### config.mk
export PLATFORM = sky130hd
export DESIGN_NAME = comment_string_masker
export DESIGN_NICKNAME = d
export VERILOG_FILES = /design/src/hw/rtl/cmask_pkg.sv /design/src/hw/rtl/cmask_lexer.sv /design/src/hw/rtl/cmask_out_queue.sv /design/src/hw/rtl/comment_string_masker.sv
export SDC_FILE = /design/constraint.sdc
export NUM_CORES = 1
export LEC_CHECK = 0
export ABC_AREA = 1
export BUFFER_PORTS_ARGS = -buffer_cell sky130_fd_sc_hd__buf_4
export CAP_MARGIN = 20
export CORE_MARGIN = 5
export CORE_UTILIZATION = 45
export CTS_BUF_LIST = sky130_fd_sc_hd__clkbuf_4
export DETAILED_ROUTE_END_ITERATION = 10
export PLACE_DENSITY_LB_ADDON = 0.2
export SLEW_MARGIN = 10
export SYNTH_ARGS = -nofsm -noshare
export SYNTH_HDL_FRONTEND = slang
export SYNTH_SLANG_ARGS = --single-unit
### constraint.sdc
create_clock -name aclk -period 4.36 [get_ports aclk]
set_clock_uncertainty 0.05 [all_clocks]
set_input_delay 0 -clock aclk [delete_from_list [all_inputs] [get_ports aclk]]
set_output_delay 0 -clock aclk [all_outputs]
set_load 0.005 [all_outputs]
### src/hw/rtl/cmask_pkg.sv
package cmask_pkg;

    localparam int CHAR_BITS = 16;
    localparam int QUEUE_DEPTH = 4;
    localparam int COUNT_BITS = $clog2(QUEUE_DEPTH + 1);

    localparam logic [CHAR_BITS-1:0] CH_MASK      = CHAR_BITS'('h01);
    localparam logic [CHAR_BITS-1:0] CH_SPACE     = CHAR_BITS'('h20);
    localparam logic [CHAR_BITS-1:0] CH_SLASH     = CHAR_BITS'('h2F);
    localparam logic [CHAR_BITS-1:0] CH_STAR      = CHAR_BITS'('h2A);
    localparam logic [CHAR_BITS-1:0] CH_QUOTE     = CHAR_BITS'('h22);
    localparam logic [CHAR_BITS-1:0] CH_BACKSLASH = CHAR_BITS'('h5C);
    localparam logic [CHAR_BITS-1:0] CH_LF        = CHAR_BITS'('h0A);
    localparam logic [CHAR_BITS-1:0] CH_CR        = CHAR_BITS'('h0D);

    typedef enum logic [1:0] {
        MODE_CODE   = 2'd0,
        MODE_LINE   = 2'd1,
        MODE_BLOCK  = 2'd2,
        MODE_STRING = 2'd3
    } mode_t;

    typedef struct packed {
        logic [CHAR_BITS-1:0] ch;
        logic                 last;
    } item_t;

    // Up to two result characters produced by one input transfer.
    typedef struct packed {
        logic [1:0] cnt;
        item_t      first;
        item_t      second;
    } push_t;

    typedef struct packed {
        logic  held_valid;
        mode_t mode;
    } lex_status_t;

    typedef struct packed {
        logic [CHAR_BITS-1:0] oc;
        mode_t                mode;
        logic                 esc;
        logic                 consumed;
    } step_t;

    function automatic logic is_newline(input logic [CHAR_BITS-1:0] c);
        return (c == CH_LF) || (c == CH_CR);
    endfunction

    // One lexer step on character c, with an optional lookahead character nx.
    function automatic step_t lex_step(input mode_t mode, input logic esc,
                                       input logic [CHAR_BITS-1:0] c,
                                       input logic has_next,
                                       input logic [CHAR_BITS-1:0] nx);
        step_t r;
        r.oc = c;
        r.mode = mode;
        r.esc = esc;
        r.consumed = 1'b0;
        case (mode)
            MODE_LINE: begin
                if (is_newline(c)) begin
                    r.mode = MODE_CODE;
                end else begin
                    r.oc = CH_MASK;
                end
            end
            MODE_BLOCK: begin
                if (c == CH_STAR && has_next && nx == CH_SLASH) begin
                    r.oc = CH_MASK;
                    r.mode = MODE_CODE;
                    r.consumed = 1'b1;
                end else if (!is_newline(c)) begin
                    r.oc = CH_MASK;
                end
            end
            MODE_STRING: begin
                if (is_newline(c)) begin
                    r.mode = MODE_CODE;
                end else begin
                    r.oc = CH_SPACE;
                end
                if (esc) begin
                    r.esc = 1'b0;
                end else if (c == CH_BACKSLASH) begin
                    r.esc = 1'b1;
                end else if (c == CH_QUOTE) begin
                    r.mode = MODE_CODE;
                end
            end
            default: begin
                if (c == CH_SLASH && has_next && nx == CH_SLASH) begin
                    r.oc = CH_MASK;
                    r.mode = MODE_LINE;
                    r.consumed = 1'b1;
                end else if (c == CH_SLASH && has_next && nx == CH_STAR) begin
                    r.oc = CH_MASK;
                    r.mode = MODE_BLOCK;
                    r.consumed = 1'b1;
                end else if (c == CH_QUOTE) begin
                    r.oc = CH_MASK;
                    r.mode = MODE_STRING;
                    r.esc = 1'b0;
                end
            end
        endcase
        return r;
    endfunction

endpackage

### src/hw/rtl/cmask_lexer.sv
module cmask_lexer
    import cmask_pkg::*;
(
    input  logic                 aclk,
    input  logic                 aresetn,
    input  logic                 in_fire,
    input  logic [CHAR_BITS-1:0] in_char,
    input  logic                 in_last,
    output push_t                push,
    output lex_status_t          status
);

    logic [CHAR_BITS-1:0] held_char_reg, held_char_next;
    logic                 held_valid_reg, held_valid_next;
    mode_t                mode_reg, mode_next;
    logic                 esc_reg, esc_next;

    step_t held_step;
    step_t new_step;
    mode_t mid_mode;
    logic  mid_esc;
    logic  pending;

    always_comb begin
        held_step = lex_step(mode_reg, esc_reg, held_char_reg, 1'b1, in_char);
        mid_mode = held_valid_reg ? held_step.mode : mode_reg;
        mid_esc = held_valid_reg ? held_step.esc : esc_reg;
        new_step = lex_step(mid_mode, mid_esc, in_char, 1'b0, '0);
        pending = !(held_valid_reg && held_step.consumed);

        push.cnt = 2'd0;
        push.first = '0;
        push.second = '0;
        held_char_next = held_char_reg;
        held_valid_next = held_valid_reg;
        mode_next = mode_reg;
        esc_next = esc_reg;

        if (in_fire) begin
            mode_next = mid_mode;
            esc_next = mid_esc;
            held_valid_next = 1'b0;
            if (held_valid_reg) begin
                push.first.ch = held_step.oc;
                push.first.last = 1'b0;
                push.cnt = 2'd1;
                if (held_step.consumed) begin
                    // The new character closes the pair and goes out masked.
                    push.second.ch = CH_MASK;
                    push.second.last = in_last;
                    push.cnt = 2'd2;
                end
            end
            if (pending) begin
                if (in_last) begin
                    if (held_valid_reg) begin
                        push.second.ch = new_step.oc;
                        push.second.last = 1'b1;
                        push.cnt = 2'd2;
                    end else begin
                        push.first.ch = new_step.oc;
                        push.first.last = 1'b1;
                        push.cnt = 2'd1;
                    end
                end else begin
                    held_char_next = in_char;
                    held_valid_next = 1'b1;
                end
            end
            if (in_last) begin
                held_valid_next = 1'b0;
                mode_next = MODE_CODE;
                esc_next = 1'b0;
            end
        end
    end

    always_ff @(posedge aclk) begin
        if (!aresetn) begin
            held_valid_reg <= 1'b0;
            mode_reg <= MODE_CODE;
            esc_reg <= 1'b0;
        end else begin
            held_valid_reg <= held_valid_next;
            mode_reg <= mode_next;
            esc_reg <= esc_next;
        end
        held_char_reg <= held_char_next;
    end

    assign status.held_valid = held_valid_reg;
    assign status.mode = mode_reg;

endmodule

### src/hw/rtl/cmask_out_queue.sv
module cmask_out_queue
    import cmask_pkg::*;
(
    input  logic                  aclk,
    input  logic                  aresetn,
    input  push_t                 push,
    input  logic                  pop,
    output item_t                 head,
    output logic                  head_valid,
    output logic                  has_room,
    output logic [COUNT_BITS-1:0] count
);

    item_t                 q_reg [QUEUE_DEPTH];
    item_t                 q_next [QUEUE_DEPTH];
    logic [COUNT_BITS-1:0] count_reg, count_next;
    logic [COUNT_BITS-1:0] base;

    always_comb begin
        base = count_reg - COUNT_BITS'(pop);
        for (int i = 0; i < QUEUE_DEPTH; i++) begin
            if (pop && i < QUEUE_DEPTH - 1) begin
                q_next[i] = q_reg[(i + 1) % QUEUE_DEPTH];
            end else begin
                q_next[i] = q_reg[i];
            end
            if (push.cnt != 2'd0 && COUNT_BITS'(i) == base) begin
                q_next[i] = push.first;
            end
            if (push.cnt == 2'd2 && COUNT_BITS'(i) == base + COUNT_BITS'(1)) begin
                q_next[i] = push.second;
            end
        end
        count_next = base + COUNT_BITS'(push.cnt);
    end

    always_ff @(posedge aclk) begin
        if (!aresetn) begin
            count_reg <= '0;
        end else begin
            count_reg <= count_next;
        end
        for (int i = 0; i < QUEUE_DEPTH; i++) begin
            q_reg[i] <= q_next[i];
        end
    end

    assign head = q_reg[0];
    assign head_valid = (count_reg != '0);
    // Room for a full two-character burst is required before a transfer.
    assign has_room = (count_reg <= COUNT_BITS'(QUEUE_DEPTH - 2));
    assign count = count_reg;

endmodule

### src/hw/rtl/comment_string_masker.sv
// Each character enters the output queue on the transfer of the character that follows it
// (or on its own transfer when it is flagged last); results come from a 4-entry output queue.
// Throughput: one input transfer per cycle while the queue has room for two results; a
// pair or a final flush can give two results, drained at one output per cycle while m_tready is high.
// Reset (aresetn low, synchronous): lexer returns to code mode, nothing held, queue empty.
module comment_string_masker
    import cmask_pkg::*;
(
    input  logic        aclk,
    input  logic        aresetn,
    input  logic        s_tvalid,
    output logic        s_tready,
    input  logic [15:0] s_tdata,   // [15:0] in_char
    input  logic        s_tlast,
    output logic        m_tvalid,
    input  logic        m_tready,
    output logic [15:0] m_tdata,   // [15:0] out_char
    output logic        m_tlast
);

    logic                  in_fire;
    push_t                 push;
    lex_status_t           status;
    item_t                 head;
    logic                  head_valid;
    logic                  has_room;
    logic [COUNT_BITS-1:0] count;

    assign s_tready = has_room;
    assign in_fire = s_tvalid && s_tready;

    cmask_lexer u_lexer (
        .aclk    (aclk),
        .aresetn (aresetn),
        .in_fire (in_fire),
        .in_char (s_tdata[CHAR_BITS-1:0]),
        .in_last (s_tlast),
        .push    (push),
        .status  (status)
    );

    cmask_out_queue u_queue (
        .aclk       (aclk),
        .aresetn    (aresetn),
        .push       (push),
        .pop        (m_tvalid && m_tready),
        .head       (head),
        .head_valid (head_valid),
        .has_room   (has_room),
        .count      (count)
    );

    assign m_tvalid = head_valid;
    assign m_tdata = head.ch;
    assign m_tlast = head.last;

    assert property (@(posedge aclk) disable iff (!aresetn)
        count <= COUNT_BITS'(QUEUE_DEPTH))
        else $error("output queue overflow");

    assert property (@(posedge aclk) disable iff (!aresetn)
        (in_fire && s_tlast) |=> (!status.held_valid && status.mode == MODE_CODE))
        else $error("lexer state not cleared after last transfer");

    assert property (@(posedge aclk) disable iff (!aresetn)
        (in_fire && !status.held_valid && !s_tlast) |-> (push.cnt == 2'd0))
        else $error("result produced without a held character");

    assert property (@(posedge aclk) disable iff (!aresetn)
        (in_fire && s_tlast) |-> (push.cnt != 2'd0))
        else $error("last transfer produced no result");

endmodule

# --- Word level (Yosys, flattened, before mapping) ---
# Memory sizes are Yosys's and may differ from the RTL's.
# Index checks and enable logic that the tools add are counted.
classes:
  n_addsub: 3
  magnitude_cmp: 1
  n_eq_ne: 24
  muxes: 51
  bitwise: 2
  reduce_logical: 24
op_table:
  columns: ["cell", "n"]
  rows:
  - ["17-bit 2-to-1 mux", 13]
  - ["36-bit 2-to-1 mux", 4]
  - ["16-bit by 6-bit equality test with 1-bit output, second input constant", 6]
  - ["16-bit 2-to-1 mux", 5]
  - ["16-bit by 4-bit equality test with 1-bit output, second input constant", 4]
  - ["18-bit one-hot mux with 3 select lines", 1]
  - ["19-bit 2-to-1 mux", 2]
  - ["18-bit 2-to-1 mux", 2]
  - ["16-bit one-hot mux with 2 select lines", 1]
  - ["2-bit 2-to-1 mux", 10]
  - ["16-bit by 7-bit equality test with 1-bit output, second input constant", 1]
  - ["1-bit logical AND", 14]
  - ["2-bit by 3-bit equality test with 1-bit output, first input constant", 4]
  - ["1-bit 2-to-1 mux", 11]
  - ["2-bit equality test, second input constant", 5]
  - ["1-bit by 3-bit equality test with 1-bit output, first input constant", 2]
  - ["3-bit logical NOT", 2]
  - ["2-bit OR reduction", 3]
  - ["2-bit by 1-bit equality test with 1-bit output, second input constant", 2]
  - ["1-bit one-hot mux with 2 select lines", 2]
  - ["3-bit by 1-bit adder with 3-bit output, second input constant", 1]
  - ["3-bit by 2-bit adder with 3-bit output", 1]
  - ["3-bit by 2-bit <= comparator with 1-bit output, second input constant", 1]
  - ["3-bit AND reduction", 1]
  - ["other kinds (5)", 7]
totals:
  ff_bits: 23
  ram_bits: 68
  inputBits: 21
  output_inout_bits: 19
  elab_cells: 111
  n_memories: 1
memory_table:
  columns: ["name", "depth", "word_bits", "rd", "rd_clocked_by_memory_dff", "wr", "line", "rtl"]
  rows:
  - ["u_queue.q_reg", 4, 17, 4, 0, 4, "cmask_out_queue.sv:14", "item_t q_reg [QUEUE_DEPTH];"]

# --- Depth between registers and ports, before layout ---
# Gate-level depths: netlist (run 1).
logic_depth:
  depth_word: 19
  depth_mapped: 24

# --- Modules after synthesis ---
# Synthesis (run 1) repeated with hierarchy kept, for this count alone.
unflattened:
  hier_cells: 785
  hier_area_um2: 5919.4
by_module_without_submodules:
  columns: ["mod", "n_inst", "cells_each", "area_each_um2", "seq_area_each_um2"]
  rows:
  - ["cmask_out_queue", 1, 502, 4080.2, 2102.0]
  - ["cmask_lexer", 1, 279, 1824.2, 560.5]
  - ["comment_string_masker", 1, 4, 15.0, 0.0]

# --- Worst setup path after synthesis (run 1) ---
# Ideal clock, no wire load.
synth_path:
  path_type: "reg2reg"
  from: "register, netlist name u_queue.count[2]"
  to: "memory u_queue.q_reg[1][0] (netlist name) (enable)"
  setup_ns: 0.426
  arrival_time_ns: 2.787
  path_slack_ns: 1.097
  stages_incl_launch_ff: 14
  period_less_slack_ns: 3.263
  path_cell_list: "dfxtp_1 > nor2_1 > nand2_1 > nand2_1 > inv_1 > ha_1 > ha_1 > nor2_1 > ha_1 > inv_1 > nor2_1 > nand2_2 > clkbuf_1 > nand3_1"
synth_lines:
  columns: ["item", "line"]
  rows:
  - ["to (decl)", "cmask_out_queue.sv:14"]

==> results of run 1 <==
-- cell families after synthesis --
family	after synthesis	share of synthesized area, %
and+or+nand+nor	395	30.46
AOI/OAI and AO/OA	115	12.40
buffers and inverters	103	7.499
DFF	91	46.93
adders and majority gates	11	2.558
xor gates and xnor gates	1	0.1544
-- per-stage QoR --
step	instance area (µm²)	power, µW	std cells	setup WS, ns
2_1_floorplan	5673	2320	716	1.097
3_3_place_gp	6090	2677	908	0.9447
3_5_place_dp	6090	2706	908	0.8584
4_1_cts	6395	3133	943	0.8347
5_1_grt	6397	3343	944	0.3230
6_report	6397	3112	944	0.7792
-- routing by layer --
layer	part of all wire, %	vias up	wire length [µm]
li1	-	2505	-
met1	47	2293	6763
met2	43	184	6175
met3	7.3	22	1037
met4	2.2	0	312
met5	0	-	0
-- cell usage in the layout, fill, tap and decap left out, drive strengths merged --
cell,count
a21oi,11
a22oi,2
a31oi,2
buf,44
clkbuf,10
clkinv,5
clkinvlp,1
dfxtp,7
diode,1
dlygate4sd3,20
edfxtp,84
fa,1
ha,10
inv,78
nand2,230
nand3,58
nand3b,1
nand4,13
nor2,80
nor3,5
o211ai,22
o21a,1
o21ai,70
o22ai,5
o31ai,2
or2,8
xnor2,1
-- timing repair --
action,CTS,global route
buffers inserted,0,0
hold endpoints to repair,32,0
hold buffers,20,0
-- critical path, cell delays in order, from the launching register on --
cell      delay (ns)
edfxtp_1        0.41
nor2_1          0.17
nand2_1         0.09
nor2_2          0.35
nand2_1         0.09
nor2_1          0.18
nand2_1         0.08
nand2_1         0.05
nand2_1         0.06
nand2_1         0.06
nand2_1         0.05
nand2_1         0.06
nand2_1         0.09
inv_1           0.07
ha_1            0.58
nand2_1         0.11
o22ai_1         0.42
inv_1           0.13
nand2_1         0.08
o211ai_1        0.13
o21ai_1         0.14
-- power groups by stage --
stage	clock (µW)	combinational [µW]	sequential [µW]
floorplan	0	899	1420
global placement	0	1260	1420
detailed placement	0	1280	1430
CTS	429	1300	1410
global route	455	1460	1430
finish	418	1290	1400
-- how the worst max path moves through the flow --
stage                                   start  slack (ns)                    to
finish              u_lexer.held_char_reg[13]        0.78  u_queue.q_reg[1][10]
global route        u_lexer.held_char_reg[15]        0.32   u_queue.q_reg[0][5]
CTS                 u_lexer.held_char_reg[13]        0.83   u_queue.q_reg[0][6]
detailed placement  u_lexer.held_char_reg[13]        0.86   u_queue.q_reg[0][6]
global placement             u_queue.count[2]        0.94  u_queue.q_reg[0][11]
floorplan                    u_queue.count[2]        1.10   u_queue.q_reg[1][0]
-- cell type report --
cell class	count	share of cell area, %
antenna	1	0.03912
clock buffer	10	1.173
tap	172	3.364
inverter	79	4.635
multi-input combinational	522	40.41
sequential	91	41.62
clock inverter	5	0.4694
timing repair buffer	64	8.293
==> results.sh, run 1 <==
export IMPL_worstSetupPathType="reg -> reg"
export IMPL_fin_crit_ns=3.581
export IMPL_start_util_pct=45.51
export IMPL_clock_sinks=91
export IMPL_hold_end="u_queue.q_reg[1][7]"
export IMPL_hold_depth=4
export IMPL_drv_cap=0
export IMPL_synthTopCellsByArea="edfxtp_1 (44%), nand2_1 (15%), nand3_1 (4.8%)"
export IMPL_synth_cell_types=40
export IMPL_clk_latency_ns=0.48
export IMPL_cts_resized_gates=0
export IMPL_p_int_uw=1927
export IMPL_hold_start="m_tready"
export IMPL_reg2regPathDepth=20
export IMPL_max_freq_mhz=279.3
export IMPL_hpwl_um=10830
export IMPL_gp_congestion=0.9457
export IMPL_die_area_mm2=0.01495
export IMPL_via_per_inst=5.301
export IMPL_synth_edf_count=84
export IMPL_crit_required_ns=4.64
export IMPL_ios=40
export IMPL_ys_seq_area_share_pct=46.93
export IMPL_final_layout_size_suffix_gt1_share_pct=14.27
export IMPL_worst_slew_pin_slew_ns=0.8414
export IMPL_finalWirelength_um=14290
export IMPL_maxSlewViolCount=0
export IMPL_tns_ns=0
export IMPL_clkPwrFrac_pct=13.4
export IMPL_rows=41
export IMPL_crit_path_end_kind="flop"
export IMPL_ys_ff_latch=91
export IMPL_drt_iter0_drc=483
export IMPL_syn_num_nets=748
export IMPL_power_static_leakage_uw=0.002658
export IMPL_multi_input_area_mm2=0.002585
export IMPL_regArea_mm2=0.002663
export IMPL_period_share_pct=82.13
export IMPL_hold_viol_final=0
export IMPL_synth_area_mm2=0.005673
export IMPL_tritoncts_num_buffers=9
export IMPL_cp_max_fo=21
export IMPL_synth_most_common_cell="nand2_1"
export IMPL_nets=799
export IMPL_postSynthAreaPerCell_um2=7.923
export IMPL_yosys_top_cells_count="nand2_1 (224), edfxtp_1 (84), nor2_1 (72)"
export IMPL_switching_share_pct=38.07
export IMPL_peakVddDrop_uv=199.6
export IMPL_wl_per_cell_um=15.14
export IMPL_largest_reg_flops=68
export IMPL_numPortBuffers=39
export IMPL_slew_headroom_pct=43.75
export IMPL_die_y_um=122.3
export IMPL_hp_class="in -> reg"
export IMPL_synthFlopType="edfxtp_1"
export IMPL_setup_violations=0
export IMPL_detail_route_first_pass_iterations=5
export IMPL_p_per_area_mw_per_mm2=486.5
export IMPL_fp_dieW_um=122.3
export IMPL_synth_top_area_cell="edfxtp_1"
export IMPL_comb_power_share_pct=41.5
export IMPL_ant_nets=0
export IMPL_netSwitchingPower_uw=1185
export IMPL_fill_cells=1194
export IMPL_synth_top_area_share_pct=44.46
export IMPL_grt_util_met3_pct=2.949
export IMPL_grt_first_pass_wirelength_um=23590
export IMPL_cts_tree="done"
export IMPL_synth_cells=716
export IMPL_vias=5004
export IMPL_status="finished clean"
export IMPL_final_util_pct=51.32
export IMPL_grt_pass1_vias=4528
export IMPL_r2r_end="u_queue.q_reg[1][10]"
export IMPL_globalRoute_busiestLayer="met1"
export IMPL_root_buffer="clkbuf_4"
export IMPL_grt_overflow=0
export IMPL_r2r_setup_slack_ns=0.78
export IMPL_startpoint_type="flop"
export IMPL_grt_max_degree=30
export IMPL_rsz0062_at_grt="false"
export IMPL_met2_usage_pct=29.17
export IMPL_critPathArrivalTime_ns=3.86
export IMPL_grt_usage_pct=20.18
export IMPL_antenna_found_initial=1
export IMPL_core_mm2=0.01247
export IMPL_async_flop_share_pct=0
export IMPL_clk_path_buf_depth=2
export IMPL_drc=0
export IMPL_p_seq_share_pct=45.1
export IMPL_yosys_warnings=0
export IMPL_r2r_start="u_lexer.held_char_reg[13]"
export IMPL_areaGrowthSynthToFinish_pct=12.77
export IMPL_cts_max_level=3
export IMPL_grtUsageMet1_pct=30.30
export IMPL_clkTransAtPathRegs_ns=0.14
export IMPL_fin_hold_ws_ns=0.1728
(Power assumes the default switching activity.)
==> run 2, diff against run 1 <==
- clock period: 4.36 -> 3.2 ns (I/O delays scaled with it)
==> run 2 against run 1 <==
  * Register-to-register slack got worse by 0.56 ns
  * First-iteration DRC count fell by 19%
  * Final area rose by 4.9%
  * Routed wire length rose by 9.7%
  * Utilization rose by 2.5 points
  * Sequential power rose by 36%
==> results.sh, run 2 (synthesis results as in run 1) <==
export IMPL_max_freq_mhz=335.5
export IMPL_hpwl_um=11420
export IMPL_grt_usage_pct=21.96
export IMPL_grt_first_pass_wirelength_um=25390
export IMPL_fp_dieW_um=122.3
export IMPL_setup_violations=0
export IMPL_final_common_cell="nand2_1"
export IMPL_final_layout_size_suffix_gt1_share_pct=17.70
export IMPL_p_per_area_mw_per_mm2=694.0
export IMPL_period_share_pct=93.16
export IMPL_rows=41
export IMPL_hold_viol_final=0
export IMPL_hp_class="in -> reg"
export IMPL_power_static_leakage_uw=0.002803
export IMPL_ant_nets=0
export IMPL_cp_max_fo=6
export IMPL_die_area_mm2=0.01495
export IMPL_grt_overflow=0
export IMPL_vias=5150
export IMPL_clkTransAtPathRegs_ns=0.15
export IMPL_rsz0062_at_grt="false"
export IMPL_grt_max_degree=29
export IMPL_die_y_um=122.3
export IMPL_slew_headroom_pct=57.50
export IMPL_fin_crit_ns=2.981
export IMPL_maxSlewViolCount=0
export IMPL_multi_input_area_mm2=0.002651
export IMPL_numPortBuffers=39
export IMPL_finalWirelength_um=15680
export IMPL_worstSetupPathType="reg -> reg"
export IMPL_worst_slew_pin_slew_ns=0.6368
export IMPL_tritoncts_num_buffers=9
export IMPL_clock_sinks=91
export IMPL_netSwitchingPower_uw=1723
export IMPL_layout_setup_ws_ns=0.2189
export IMPL_comb_power_share_pct=41.3
export IMPL_crit_path_end_kind="flop"
export IMPL_postLayoutCellArea_mm2=0.006709
export IMPL_drv_cap=0
export IMPL_startpoint_type="flop"
export IMPL_p_seq_share_pct=41.0
export IMPL_fill_cells=1171
export IMPL_clk_path_buf_depth=2
export IMPL_ios=40
export IMPL_cts_max_level=3
export IMPL_detail_route_first_pass_iterations=5
export IMPL_clkPwrFrac_pct=17.7
export IMPL_place_area_mm2=0.006227
export IMPL_switching_share_pct=37.00
export IMPL_fin_cells=964
export IMPL_p_int_uw=2933
export IMPL_nets=819
export IMPL_drt_iter0_drc=389
export IMPL_regArea_mm2=0.002663
export IMPL_core_mm2=0.01247
export IMPL_gp_congestion=0.9264
export IMPL_drc=0
export IMPL_areaGrowthSynthToFinish_pct=18.26
export IMPL_wl_per_cell_um=16.26
export IMPL_largest_reg_flops=68
export IMPL_root_buffer="clkbuf_4"
export IMPL_dp_slack_ns=0.04823
export IMPL_cts_tree="done"
export IMPL_peakVddDrop_uv=333.7
export IMPL_clk_latency_ns=0.48
export IMPL_status="finished clean"
export IMPL_critPathArrivalTime_ns=3.29
export IMPL_via_per_inst=5.342
export IMPL_crit_required_ns=3.51
export IMPL_grt_pass1_vias=4903
export IMPL_antenna_found_initial=1
export IMPL_mostFrequentLayoutCells="nand2_1 (222), edfxtp_1 (84), nor2_1 (66)"
export IMPL_dp_cells=924
export IMPL_start_util_pct=45.51
run 2: worst paths after layout:
check	start	to	slack (ns)	cells after the start
worst max-delay path	u_lexer.held_char_reg[10]	u_queue.q_reg[0][1]	0.22	20
worst min-delay path	s_tdata[6]	u_lexer.held_char_reg[6]	0.21	2
worst max register to register	u_lexer.held_char_reg[10]	u_queue.q_reg[0][1]	0.22	20
worst min register to register	u_lexer.held_valid_reg	u_lexer.held_valid_reg	0.47	2
run 2: power groups by stage:
stage	Combinational, µW	Sequential (µW)	Clock (µW)
2_1_floorplan	1230	1930	0
3_3_place_gp	1840	1930	0
3_5_place_dp	1870	1940	0
4_1_cts	1900	1910	836
5_1_grt	2150	1940	890
6_report	1920	1910	825
run 2: final cells by class:
class	count	share of cell area, %
Antenna cell	1	0.03730
Clock buffer	9	1.007
Clock inverter	6	1.697
Inverter	79	4.420
Multi-Input combinational cell	522	39.52
Sequential cell	91	39.69
Tap cell	172	3.208
Timing Repair Buffer	84	10.43
run 2: through the flow:
stage               hold slack [ns]  setup TNS [ns]  total power [µW]  utilization [%]
floorplan                   0.04345         -0.2833              3163                -
global placement             0.1591               0              3770            49.95
detailed placement           0.1581               0              3814            49.95
CTS                          0.1830               0              4648            53.10
global route                 0.1881               0              4978            53.82
finish                       0.2059               0              4656            53.82
run 2: worst max-delay path: stages (launching register included):
cell      delay, ns
edfxtp_1       0.44
nor2_1         0.14
nand2_1        0.10
nor2_4         0.18
buf_4          0.15
nand3_1        0.09
nand2_1        0.08
inv_1          0.04
nand2_1        0.05
nand2_1        0.07
nand3_1        0.07
nand2_1        0.08
nand2_2        0.10
inv_1          0.05
ha_1           0.32
inv_1          0.06
o211ai_1       0.24
nand3_1        0.16
a21oi_4        0.23
nand2_1        0.08
nand2_1        0.06
run 2: routing by layer:
metal,vias to the layer above,share of wire [%],track usage (%)
met5,-,0,0
met1,2415,45,30.48
met3,28,7.5,5.161
met4,0,1.7,6.928
li1,2534,-,-
met2,173,45,34.18
run 2: repair_timing:
action | 4_1_cts | 5_1_grt
hold endpoints to repair | 45 | 0
endpoints found under the setup margin | 0 | 61
resized for setup | 0 | 19
setup buffers | 0 | 3
hold buffers | 21 | 0
==> run 3, diff against run 2 <==
- SYNTH_HIERARCHICAL: unset -> 1
==> run 3 against run 2 <==
  * Setup slack better by 0.0030 ns
  * Global-route usage is 4.0 points lower
  * Hold slack worse by 0.0031 ns
  * Clock power is 29% lower
  * Sequential power is 2% higher
  * Routed wire length is 11% lower
  * Register-to-register slack hardly changed
==> results.sh, run 3 <==
export IMPL_worst_slew_pin_slew_ns=0.6388
export IMPL_cts_tree="done"
export IMPL_tritoncts_num_buffers=9
export IMPL_nets=879
export IMPL_fin_hold_ws_ns=0.2028
export IMPL_dp_slack_ns=0.1605
export IMPL_crit_required_ns=3.38
export IMPL_critPathArrivalTime_ns=3.16
export IMPL_fin_crit_ns=2.978
export IMPL_clock_sinks=91
export IMPL_place_area_mm2=0.006377
export IMPL_max_stage_delay_ns=0.44
export IMPL_slew_headroom_pct=57.41
export IMPL_clk_latency_ns=0.47
export IMPL_largest_reg_flops=68
export IMPL_path_cells="nor2_1 > nand2_2 > nor2_4 > nand2_2 > or2_4 > nand2_2 > nand2_1 > nand2_1 > nand2_1 > nand2_2 > inv_1 > ha_1 > o22ai_1 > nand2_1 > nand2_1 > o21ai_1 > inv_1 > nand3_1 > nand3_1 > nand2_1"
export IMPL_ant_nets=0
export IMPL_cp_max_fo=5
export IMPL_antennaDiodeCount=0
export IMPL_vias=5238
export IMPL_crit_path_top_delay_cell="edfxtp_1"
export IMPL_hp_class="in -> reg"
export IMPL_grt_overflow=0
export IMPL_detail_route_first_pass_iterations=5
export IMPL_layout_setup_ws_ns=0.2220
export IMPL_drt_iter0_drc=418
export IMPL_synth_area_mm2=0.005912
export IMPL_max_freq_mhz=335.8
export IMPL_power_static_leakage_uw=0.003114
export IMPL_fill_cells=1202
export IMPL_startpoint_type="flop"
export IMPL_antenna_found_initial=0
export IMPL_clk_path_buf_depth=2
export IMPL_syn_num_nets=815
export IMPL_clkTransAtPathRegs_ns=0.16
export IMPL_root_buffer="clkbuf_4"
export IMPL_setup_violations=0
export IMPL_status="finished clean"
export IMPL_ios=40
export IMPL_timing_critical_path_mode_cell="nand2_1"
export IMPL_finalWirelength_um=13970
export IMPL_grt_pass1_vias=4833
export IMPL_cts_max_level=3
export IMPL_die_y_um=124.6
export IMPL_gp_congestion=0.9545
export IMPL_core_mm2=0.01277
export IMPL_die_area_mm2=0.01553
export IMPL_grt_usage_pct=17.95
export IMPL_start_util_pct=46.28
export IMPL_final_layout_size_suffix_gt1_share_pct=15.83
export IMPL_drc=0
export IMPL_cp_num_buf_inv=2
export IMPL_yosys_warnings=6
export IMPL_hold_viol_final=0
export IMPL_fp_dieW_um=124.6
export IMPL_p_per_area_mw_per_mm2=641.8
export IMPL_peakVddDrop_uv=438.3
export IMPL_period_share_pct=93.06
export IMPL_crit_path_end_kind="flop"
export IMPL_via_per_inst=5.110
export IMPL_grt_first_pass_wirelength_um=23230
export IMPL_mostFrequentLayoutCells="nand2_1 (228), nand3_1 (125), inv_1 (117)"
export IMPL_final_util_pct=52.87
export IMPL_worstSetupPathType="reg -> reg"
export IMPL_multi_input_area_mm2=0.002633
export IMPL_maxSlewViolCount=0
export IMPL_areaGrowthSynthToFinish_pct=14.24
export IMPL_grt_max_degree=56
export IMPL_postSynthAreaPerCell_um2=7.541
export IMPL_final_common_cell="nand2_1"
export IMPL_crit_family="simple AND/OR/NAND/NOR gates"
export IMPL_drv_cap=0
export IMPL_hpwl_um=10790
export IMPL_regArea_mm2=0.002663
export IMPL_synth_cells=784
export IMPL_wl_per_cell_um=13.63
export IMPL_postLayoutCellArea_mm2=0.006754
export IMPL_rows=41
export IMPL_numPortBuffers=39
==> run 3: area by class of cell <==
type / count / area share, %
multi-input combinational: 540 / 38.98
clock buffer: 9 / 1.000
sequential: 91 / 39.42
timing repair buffer: 81 / 9.707
inverter: 125 / 6.947
clock inverter: 7 / 0.7595
tap: 172 / 3.186
==> run 3: repair_timing <==
item | 4_1_cts | 5_1_grt
hold buffers | 19 | 0
gates resized for setup | 0 | 15
setup endpoints to repair | 0 | 94
endpoints found under the hold margin | 24 | 0
buffers inserted | 0 | 4
==> run 3: stage by stage <==
step	TNS [ns]	power, µW	std cells
after floorplan	0	3253	784
after global placement	0	3681	985
after detailed placement	0	3740	985
after CTS	0	4335	1020
after global routing	-0.00008815	4679	1025
final	0	4335	1025
==> run 3: metal layers <==
metal	wire length, µm	part of all wire, %	up-vias	GRT usage, %
li1	-	-	2656	-
met1	6346	45	2382	25.09
met2	6503	47	180	28.66
met3	914	6.5	20	2.744
met4	204	1.5	0	5.738
met5	0	0	-	0
==> run 3: final timing paths <==
path | startpoint | end | slack, ns | cells after the start
min | s_tdata[10] | u_lexer/held_char_reg[10] | 0.20 | 2
max | u_lexer/held_char_reg[10] | u_queue/q_reg[0][3] | 0.22 | 20
max reg2reg | u_lexer/held_char_reg[10] | u_queue/q_reg[0][3] | 0.22 | 20
min reg2reg | u_lexer/mode_reg[1] | u_lexer/mode_reg[1] | 0.49 | 2
==> run 3: power by group <==
part           switching, µW  internal (µW)
logic                   1170            630
registers                100           1850
clock network            421            164
